## src/hw/rtl/kmt_pkg.sv

```systemverilog
// ----------------------------------------------------------------------------
// kmt_pkg - shared types and codes of the keyed max table
// Command codes, request/response payloads and the record that travels
// from cell to cell along the table.
// ----------------------------------------------------------------------------
`default_nettype none

package kmt_pkg;

	localparam int DATA_W          = 32;
	localparam int COUNT_W         = 5;
	localparam int ENTRIES_DEFAULT = 16;

	localparam logic OP_SET    = 1'b0;
	localparam logic OP_REMOVE = 1'b1;

	typedef struct packed {
		logic                     cmd;
		logic signed [DATA_W-1:0] key;
		logic signed [DATA_W-1:0] amount;
	} req_t;

	typedef struct packed {
		logic signed [DATA_W-1:0] max_value;
		logic [COUNT_W-1:0]       entry_count;
		logic                     dropped;
	} rsp_t;

	// command as broadcast to every cell; hit = key is held somewhere
	typedef struct packed {
		logic                     cmd;
		logic signed [DATA_W-1:0] key;
		logic signed [DATA_W-1:0] amount;
		logic                     hit;
	} cmd_t;

	// running record handed from one cell to the next
	typedef struct packed {
		logic                     strobe;
		logic                     any;
		logic signed [DATA_W-1:0] best;
		logic                     claimed;
	} carry_t;

endpackage

`default_nettype wire

```

## src/hw/rtl/kmt_chan_if.sv

```systemverilog
// ----------------------------------------------------------------------------
// kmt_chan_if - valid/ready channel
// One request moves at a clock edge with valid and ready both high.
// ----------------------------------------------------------------------------
`default_nettype none

interface kmt_chan_if #(
	parameter type payload_t = logic
);
	logic     valid;
	logic     ready;
	payload_t payload;

	modport source (output valid, output payload, input ready);
	modport sink   (input valid, input payload, output ready);
endinterface

`default_nettype wire

```

## src/hw/rtl/keyed_max_table.sv

```systemverilog
// ----------------------------------------------------------------------------
// keyed_max_table - keyed table of signed amounts reporting the maximum
// Set/remove commands on up to ENTRIES keys; one response per command.
// ----------------------------------------------------------------------------
// Usage:
//   req carries {cmd, key, amount}; cmd 0 sets the amount for key (update in
//   place or take the lowest free slot), cmd 1 removes key if present.
//   rsp carries {max_value, entry_count, dropped} after the command;
//   max_value is 0 on an empty table, entry_count is the low 5 bits of the
//   number of held keys, dropped flags a new key refused by a full table.
// Timing:
//   One request at a time. After acceptance the match state compares the key
//   in all cells in parallel, then a wave walks the cell chain one cell per
//   cycle, updating the slot and folding max and count. The response is
//   registered once the wave has left the chain tail and the output register
//   is free. req.ready rises at the same edge that loads the response, so a
//   new request is taken only after the previous response has been loaded.
// Reset:
//   arst_n empties the table at once (valid bits cleared); no sweep.
// Stall:
//   rsp holds while not ready; a finished result waits at the chain tail
//   until the output register is free.
// ----------------------------------------------------------------------------
`default_nettype none

module keyed_max_table import kmt_pkg::*; #(
	parameter int ENTRIES = ENTRIES_DEFAULT
) (
	input  wire logic  clk,
	input  wire logic  arst_n,
	kmt_chan_if.sink   req,
	kmt_chan_if.source rsp
);

	localparam int CNT_W = $clog2(ENTRIES + 1);

	localparam logic [1:0] S_IDLE  = 2'd0;
	localparam logic [1:0] S_MATCH = 2'd1;
	localparam logic [1:0] S_WAVE  = 2'd2;
	localparam logic [1:0] S_WAIT  = 2'd3;

	logic [1:0]       state_q;
	cmd_t             cmd_q;
	logic             launch_q;
	logic [ENTRIES-1:0] match_vec;
	carry_t           carry [ENTRIES+1];
	logic [CNT_W-1:0] count [ENTRIES+1];
	logic             out_free;
	logic             load;
	logic             rsp_valid_q;
	rsp_t             rsp_q;
	req_t             req_data;
	logic [CNT_W+COUNT_W-1:0] count_ext;

	assign req_data  = req.payload;
	assign req.ready = (state_q == S_IDLE);

	assign out_free = !rsp_valid_q || rsp.ready;
	assign load     = (state_q == S_WAIT) && out_free;

	// control sequencer
	always_ff @(posedge clk or negedge arst_n) begin
		if (!arst_n) begin
			state_q  <= S_IDLE;
			launch_q <= 1'b0;
		end else begin
			launch_q <= 1'b0;
			case (state_q)
				S_IDLE: begin
					if (req.valid) begin
						state_q <= S_MATCH;
					end
				end
				S_MATCH: begin
					launch_q <= 1'b1;
					state_q  <= S_WAVE;
				end
				S_WAVE: begin
					if (carry[ENTRIES].strobe) begin
						state_q <= S_WAIT;
					end
				end
				S_WAIT: begin
					if (out_free) begin
						state_q <= S_IDLE;
					end
				end
				default: begin
					state_q <= S_IDLE;
				end
			endcase
		end
	end

	// command register, broadcast to all cells for the whole wave
	always_ff @(posedge clk) begin
		if (req.valid && req.ready) begin
			cmd_q.cmd    <= req_data.cmd;
			cmd_q.key    <= req_data.key;
			cmd_q.amount <= req_data.amount;
		end
		if (state_q == S_MATCH) begin
			cmd_q.hit <= |match_vec;
		end
	end

	// head of the chain: empty record, strobe starts the wave
	assign carry[0] = '{strobe: launch_q, any: 1'b0, best: '0, claimed: 1'b0};
	assign count[0] = '0;

	for (genvar i = 0; i < ENTRIES; i++) begin : g_cell
		kmt_cell #(
			.CNT_W(CNT_W)
		) u_cell (
			.clk      (clk),
			.arst_n   (arst_n),
			.cmd_bus  (cmd_q),
			.match    (match_vec[i]),
			.up_carry (carry[i]),
			.up_count (count[i]),
			.dn_carry (carry[i+1]),
			.dn_count (count[i+1])
		);
	end

	assign count_ext = {{COUNT_W{1'b0}}, count[ENTRIES]};

	// output register; tail record holds until it is loaded
	always_ff @(posedge clk or negedge arst_n) begin
		if (!arst_n) begin
			rsp_valid_q <= 1'b0;
		end else if (load) begin
			rsp_valid_q <= 1'b1;
		end else if (rsp.ready) begin
			rsp_valid_q <= 1'b0;
		end
	end

	always_ff @(posedge clk) begin
		if (load) begin
			rsp_q.max_value   <= carry[ENTRIES].any ? carry[ENTRIES].best : '0;
			rsp_q.entry_count <= count_ext[COUNT_W-1:0];
			rsp_q.dropped     <= (cmd_q.cmd == OP_SET) && !carry[ENTRIES].claimed;
		end
	end

	assign rsp.valid   = rsp_valid_q;
	assign rsp.payload = rsp_q;

endmodule

`default_nettype wire

```

## src/hw/rtl/kmt_cell.sv

```systemverilog
// ----------------------------------------------------------------------------
// kmt_cell - one slot of the keyed max table
// Holds key, amount and valid. When the wave reaches it, applies the
// command to its slot and folds its entry into the running max and count.
// ----------------------------------------------------------------------------
`default_nettype none

module kmt_cell import kmt_pkg::*; #(
	parameter int CNT_W = 5
) (
	input  wire logic             clk,
	input  wire logic             arst_n,
	input  wire cmd_t             cmd_bus,
	output logic                  match,
	input  wire carry_t           up_carry,
	input  wire logic [CNT_W-1:0] up_count,
	output carry_t                dn_carry,
	output logic [CNT_W-1:0]      dn_count
);

	logic                     valid_q;
	logic signed [DATA_W-1:0] key_q;
	logic signed [DATA_W-1:0] amount_q;
	logic                     set_here;
	logic                     rem_here;
	logic                     new_valid;
	logic signed [DATA_W-1:0] new_amount;
	logic                     take;
	logic                     strobe_q;
	logic                     any_q;
	logic signed [DATA_W-1:0] best_q;
	logic                     claimed_q;
	logic [CNT_W-1:0]         count_q;

	assign match = valid_q && (key_q == cmd_bus.key);

	// a new key goes to the first free slot the wave meets
	assign set_here = (cmd_bus.cmd == OP_SET) &&
		(match || (!cmd_bus.hit && !valid_q && !up_carry.claimed));
	assign rem_here = (cmd_bus.cmd == OP_REMOVE) && match;

	assign new_valid  = set_here ? 1'b1 : (rem_here ? 1'b0 : valid_q);
	assign new_amount = set_here ? cmd_bus.amount : amount_q;
	assign take       = new_valid && (!up_carry.any || (new_amount > up_carry.best));

	always_ff @(posedge clk or negedge arst_n) begin
		if (!arst_n) begin
			valid_q <= 1'b0;
		end else if (up_carry.strobe) begin
			valid_q <= new_valid;
		end
	end

	always_ff @(posedge clk) begin
		if (up_carry.strobe && set_here) begin
			key_q    <= cmd_bus.key;
			amount_q <= cmd_bus.amount;
		end
	end

	always_ff @(posedge clk or negedge arst_n) begin
		if (!arst_n) begin
			strobe_q <= 1'b0;
		end else begin
			strobe_q <= up_carry.strobe;
		end
	end

	// payload of the record only moves with the wave
	always_ff @(posedge clk) begin
		if (up_carry.strobe) begin
			any_q     <= up_carry.any | take;
			best_q    <= take ? new_amount : up_carry.best;
			claimed_q <= up_carry.claimed | set_here;
			count_q   <= up_count + CNT_W'(new_valid);
		end
	end

	assign dn_carry = '{strobe: strobe_q, any: any_q, best: best_q, claimed: claimed_q};
	assign dn_count = count_q;

endmodule

`default_nettype wire

```

## src/flat_wrapper.sv

```systemverilog
// flat-port wrapper written by rule: the top's interface ports become plain ports
module keyed_max_table_flat import kmt_pkg::*;
#(
	parameter int ENTRIES = ENTRIES_DEFAULT
)
  (clk, arst_n, req_valid, req_payload, req_ready, rsp_valid, rsp_payload, rsp_ready);
  kmt_chan_if #(.payload_t(req_t)) req_i ();
  kmt_chan_if #(.payload_t(rsp_t)) rsp_i ();
  input  wire logic clk;
  input  wire logic arst_n;
  input wire logic [$bits(req_i.valid)-1:0] req_valid;
  input wire logic [$bits(req_i.payload)-1:0] req_payload;
  output wire logic [$bits(req_i.ready)-1:0] req_ready;
  output wire logic [$bits(rsp_i.valid)-1:0] rsp_valid;
  output wire logic [$bits(rsp_i.payload)-1:0] rsp_payload;
  input wire logic [$bits(rsp_i.ready)-1:0] rsp_ready;
  assign req_i.valid = req_valid;
  assign req_i.payload = req_payload;
  assign req_ready = req_i.ready;
  assign rsp_valid = rsp_i.valid;
  assign rsp_payload = rsp_i.payload;
  assign rsp_i.ready = rsp_ready;
  keyed_max_table #(.ENTRIES(ENTRIES)) u_core (.clk(clk), .arst_n(arst_n), .req(req_i), .rsp(rsp_i));
endmodule
```

## config.mk

```make
export PLATFORM = sky130hd
export DESIGN_NAME = keyed_max_table_flat
export DESIGN_NICKNAME = d
export VERILOG_FILES = /design/src/hw/rtl/kmt_pkg.sv /design/src/hw/rtl/kmt_chan_if.sv /design/src/hw/rtl/keyed_max_table.sv /design/src/hw/rtl/kmt_cell.sv /design/src/flat_wrapper.sv
export SDC_FILE = /design/constraint.sdc
export NUM_CORES = 2
export LEC_CHECK = 0
export BUFFER_PORTS_ARGS = -buffer_cell sky130_fd_sc_hd__buf_2
export CAP_MARGIN = 20
export CORE_ASPECT_RATIO = 0.6
export CORE_UTILIZATION = 45
export CTS_CLUSTER_SIZE = 40
export DETAILED_ROUTE_END_ITERATION = 8
export MAX_ROUTING_LAYER = met4
export PLACE_DENSITY = 0.7
export SLEW_MARGIN = 20
export SYNTH_ARGS = -nofsm -noshare
export SYNTH_HDL_FRONTEND = slang
export SYNTH_SLANG_ARGS = --single-unit
```

## constraint.sdc

```tcl
create_clock -name clk -period 6.2 [get_ports clk]
set_clock_uncertainty 0.05 [all_clocks]
set_input_delay 0.93 -clock clk [delete_from_list [all_inputs] [get_ports clk]]
set_output_delay 0.93 -clock clk [all_outputs]
set_load 0.01 [all_outputs]
```

==> implementation parameters <==
Parameter                              Value

Floorplanning
  Starting density of the core ... 45.4%
  Num rows ... 124
  DIE HEIGHT ... 342 microns
  Die Area ... 0.195 sq mm
  Die width ... 569 microns
  Number of primary I/O pins ... 109
  Area of the core ... 0.191 sq mm

Clock tree
  CTS clk-pin slew, worst paths ... approximately 70 ps
  CTS sink count ... 1777
  Number of levels the H-tree was split into ... 4
  Total CTS buffers ... between 150 and 200
  CTS root buffer ... clkbuf_16
  Maximum clock path buffer count ... 4
  Clock latency at the later pin of the worst-skew pair ... 840 ps
  Clock tree from TritonCTS ... done

Power and ir drop
  Cell Int Power ... around 30 mW
  Switching portion of total power ... 34.0%
  Total Power ... 45.5 mW
  Cell area power density ... between 400 and 500 mW/mm^2
  Reported net switching power ... 15.5 mW
  Relative contribution of combinational cells to total power ... 34.0%
  Sequential group share of total power ... 42.5%
  Clk pwr share ... roughly a quarter
  P_leak ... 36.3 nW
  Max IR drop VDD ... approximately 0.25 mV

Synth
  Simple-gate portion of the synthesized area ... under 10%
  Share of cell area taken by muxes after synthesis ... 12.7%
  Share of the synthesized area in the top cell type ... 60.3%
  Area fraction in compound gates after synthesis ... 3.56%
  Largest family of logic cells by synthesized area ... multiplexers
  Post-synthesis cell count ... roughly 5900
  Most area-consuming cells after synthesis ... edfxtp_1 60%, mux2_2 11%, ha_1 7.4%, xor2_1 3.3%, inv_1 2.3%
  Avg Cell Area, Syn ... between 10 and 15 sq um
  Summed instance area of the synthesized netlist ... 0.0867 sq mm
  Distinct cells, synth ... 73
  Post-synthesis register bit count ... 1777
  Most frequent cell after synthesis ... edfxtp_1
  Fraction of the yosys area taken by sequential cells ... 61.3%
  Synth async-reset ratio ... 2.03%
  Post-synthesis share of cell area spent on full adders, half adders and majority gates ... under 10%
  EDFF count, synth ... 1741
  Post-Syn Nets ... 6491
  Commonest cells in the synthesized netlist ... 1741 x edfxtp_1, 872 x mux2_2, 539 x inv_1, 514 x ha_1, 330 x xor2_1
  Synth area leader ... edfxtp_1
  Count of synthesis-stage warnings from yosys ... 0
  Most frequently used flop master after synthesis ... edfxtp_1
  XOR/XNOR Fraction of Synth Area ... under 10%

Setup path
  Cell-by-cell trace of the critical path ... buf_12 > buf_4 > xor2_1 > nor4_1 > nand4_1 > or4_1 > a21oi_4 > buf_12 > buf_12 > mux2_2 > ha_1 > nand4_1 > nor4_4 > nand4_1 > a211oi_1 > nor3_1 > mux2i_1 > a221oi_4 > buf_12 > mux2_2
  Worst r2r src ... u_core.cmd_q[52]
  Biggest fanout along the worst timing path ... 24
  Kind of capture point of the worst setup path ... flop
  Required time of the critical path ... 6690 ps
  Cell with the largest stage delay on the worst path ... or4_1
  Worst reg-to-reg path cell count ... 20
  Element type at the critical path start ... flop
  Crit path largest cell delay ... 680 ps
  Register-to-register setup slack ... 100 ps
  Worst reg2reg path endpoint ... u_core.g_cell[8].u_cell.best_q[28]
  Startpoint-to-endpoint class of the critical path ... reg -> reg
  Data arrival time of the critical path ... 6600 ps
  Most numerous cell on the critical path ... buf_12

STA
  Final setup slack of the worst path ... 96.6 ps
  Tcrit/Tclk final ... slightly below 100%
  Maximum frequency from static timing analysis ... 164 MHz
  Total negative slack for setup checks ... 0 ps
  Count of final setup violators ... 0
  Shortest period the worst path allows ... 6100 ps
  Least-Margin Pin Slew ... 1160 ps
  Slew Viols, Final ... 0
  Final hold violation count ... 0
  Slew HR ... 22.7%

Worst hold path
  End point of the most critical hold path ... u_core.cmd_q[34]
  Hold_sp ... req_payload[33]
  Type of the most critical hold path ... in -> reg
  Depth of the worst hold-timing path ... 1

Route
  Via density per instance ... 5.71
  Total wire length after detailed routing ... 238000 microns
  Initial detailed-routing violation count ... 6267
  Antenna viol nets, final ... 0
  Total number of vias ... 51500
  Detailed Routing Iterations Pass 1 ... 6
  Post-DR wirelength/cell ... 26.4 microns
  Number of remaining DRC errors ... 0

Place
  Total of buffers placed on input and output ports ... roughly 110
  Detailed Place HPWL ... 169000 microns
  Placement Setup Slack ... -199 ps
  Placer's final routability congestion estimate ... ~0.95

GRT
  Wire length of the first global-routing pass ... 343000 microns
  Vias in the first global route ... 49500
  Number of antenna violations at the first check in global routing ... 27
  Total Routing Usage GR ... 24.9%
  Total congestion overflow after global routing ... 0
  Largest net degree at the start of global routing ... 66

Job
  Max-cap viol count ... 0

Final layout
  Area Overhead vs Synth ... 13.5%
  Fraction of layout cells with a size suffix above 1 ... 26.3%
  Post-layout net count ... 6865

Run status
  Result of the run ... finished, final reports clean
[worst max-delay path: cells and delay by family, from the launching register on]
family | cells | cell delay, ps
adder cells (fa/ha/maj) | 1 | 320
buffers and inverters | 5 | 950
AND/OR/NAND/NOR | 7 | 2080
multiplexers | 3 | 910
flip-flops | 1 | 420
XOR/XNOR | 1 | 190
AO/OA/AOI/OAI | 3 | 840
[worst max path at each step]
stage / startpoint / endpoint / slack [ps] / depth (start not counted)
floorplan: u_core.cmd_q[44] / u_core.g_cell[9].u_cell.best_q[10] / 340 / 19
global placement: u_core.cmd_q[62] / u_core.g_cell[11].u_cell.best_q[8] / -100 / 20
detailed placement: u_core.cmd_q[60] / u_core.g_cell[11].u_cell.best_q[8] / -200 / 20
CTS: u_core.cmd_q[62] / u_core.g_cell[12].u_cell.best_q[5] / 0.3 / 20
global route: u_core.cmd_q[38] / u_core.g_cell[6].u_cell.best_q[18] / -40 / 20
finish: u_core.cmd_q[52] / u_core.g_cell[8].u_cell.best_q[28] / 100 / 20
[area by class of cell]
class	instances	area (sq um)
Fill cell	15600	92600
Sequential cell	1777	53200
Multi-Input combinational cell	3388	30800
Clock buffer	223	4640
Timing Repair Buffer	400	3550
Tap cell	2583	3230
Inverter	539	2020
Clock inverter	91	923
Antenna cell	14	35.0
[routing by layer]
layer  part of all wire (%)  vias up  GRT usage [%]  wire length (microns)
li1                       -    22900              -                      -
met3                     12      294           7.21                  28100
met4                    1.7        0           4.87                   4030
met2                     38     2383           31.0                  90500
met1                     49    26000           39.1                 116000
met5                      0        -              -                      0
[per-stage QoR]
step	std cells	instance area [sq um]	utilization, %	hold slack (ps)
2_1_floorplan	5908	86700	-	350
3_3_place_gp	8678	92500	48.4	366
3_5_place_dp	8678	92500	48.4	365
4_1_cts	8997	98200	51.4	174
5_1_grt	9014	98400	51.5	191
6_report	9015	98400	51.5	224
[timing repair]
action / in CTS / in global routing
cloned: 1 / 0
buffers inserted: 3 / 3
hold buffers: 1 / 0
endpoints found under the hold margin: 5 / 0
gates resized for setup: 9 / 34
endpoints found under the setup margin: 163 / 386
pin swaps: 4 / 3
[flip-flops by register name, summed over array words and instances (netlist names)]
register	count
u_core.rsp.payload	38
u_core.rsp.valid	1
u_core.cmd_q	66
u_core.state_q	2
u_core.g_cell.u_cell.amount_q	512
u_core.g_cell.u_cell.dn_count	69
u_core.g_cell.u_cell.valid_q	16
u_core.g_cell.u_cell.key_q	512
u_core.g_cell.u_cell.best_q	512
u_core.g_cell.u_cell.any_q	16
u_core.launch_q	1
u_core.g_cell.u_cell.claimed_q	16
u_core.g_cell.u_cell.strobe_q	16
[cell usage in the layout (no fill, tap or decap), types with 44 or more instances in the layout]
| cell | count |
|---|---|
| ha_1 | 514 |
| buf_4 | 225 |
| nand3_1 | 104 |
| nor4_1 | 116 |
| buf_12 | 65 |
| edfxtp_1 | 1741 |
| nand4_1 | 159 |
| xor2_1 | 330 |
| buf_2 | 108 |
| nand2_1 | 161 |
| nor2_1 | 53 |
| inv_1 | 539 |
| clkbuf_16 | 178 |
| mux2_4 | 50 |
| a21oi_1 | 164 |
| nor3_1 | 44 |
| mux2_2 | 872 |
| o21ai_0 | 71 |
| xnor2_1 | 218 |
[power groups by stage]
stage          Sequential, mW  Clock [mW]  Combinational (mW)
3_5_place_dp             19.5           0                15.0
5_1_grt                  19.6        11.3                16.7
4_1_cts                  19.3        10.8                15.2
2_1_floorplan            19.0           0                9.71
3_3_place_gp             19.5           0                14.7
6_report                 19.4        10.7                15.5
[logic make-up (layout without fill, tap and decap cells)]
logic type               count (synthesis)  after routing
AO/OA/AOI/OAI                          467            468
XOR/XNOR                               551            551
adder cells (fa/ha/maj)                514            514
buffers and inverters                  744           1253
flip-flops                            1777           1777
multiplexers                           967            967
other                                    0             14
AND/OR/NAND/NOR                        888            888
Note: power is estimated with default switching activity, not from simulation.
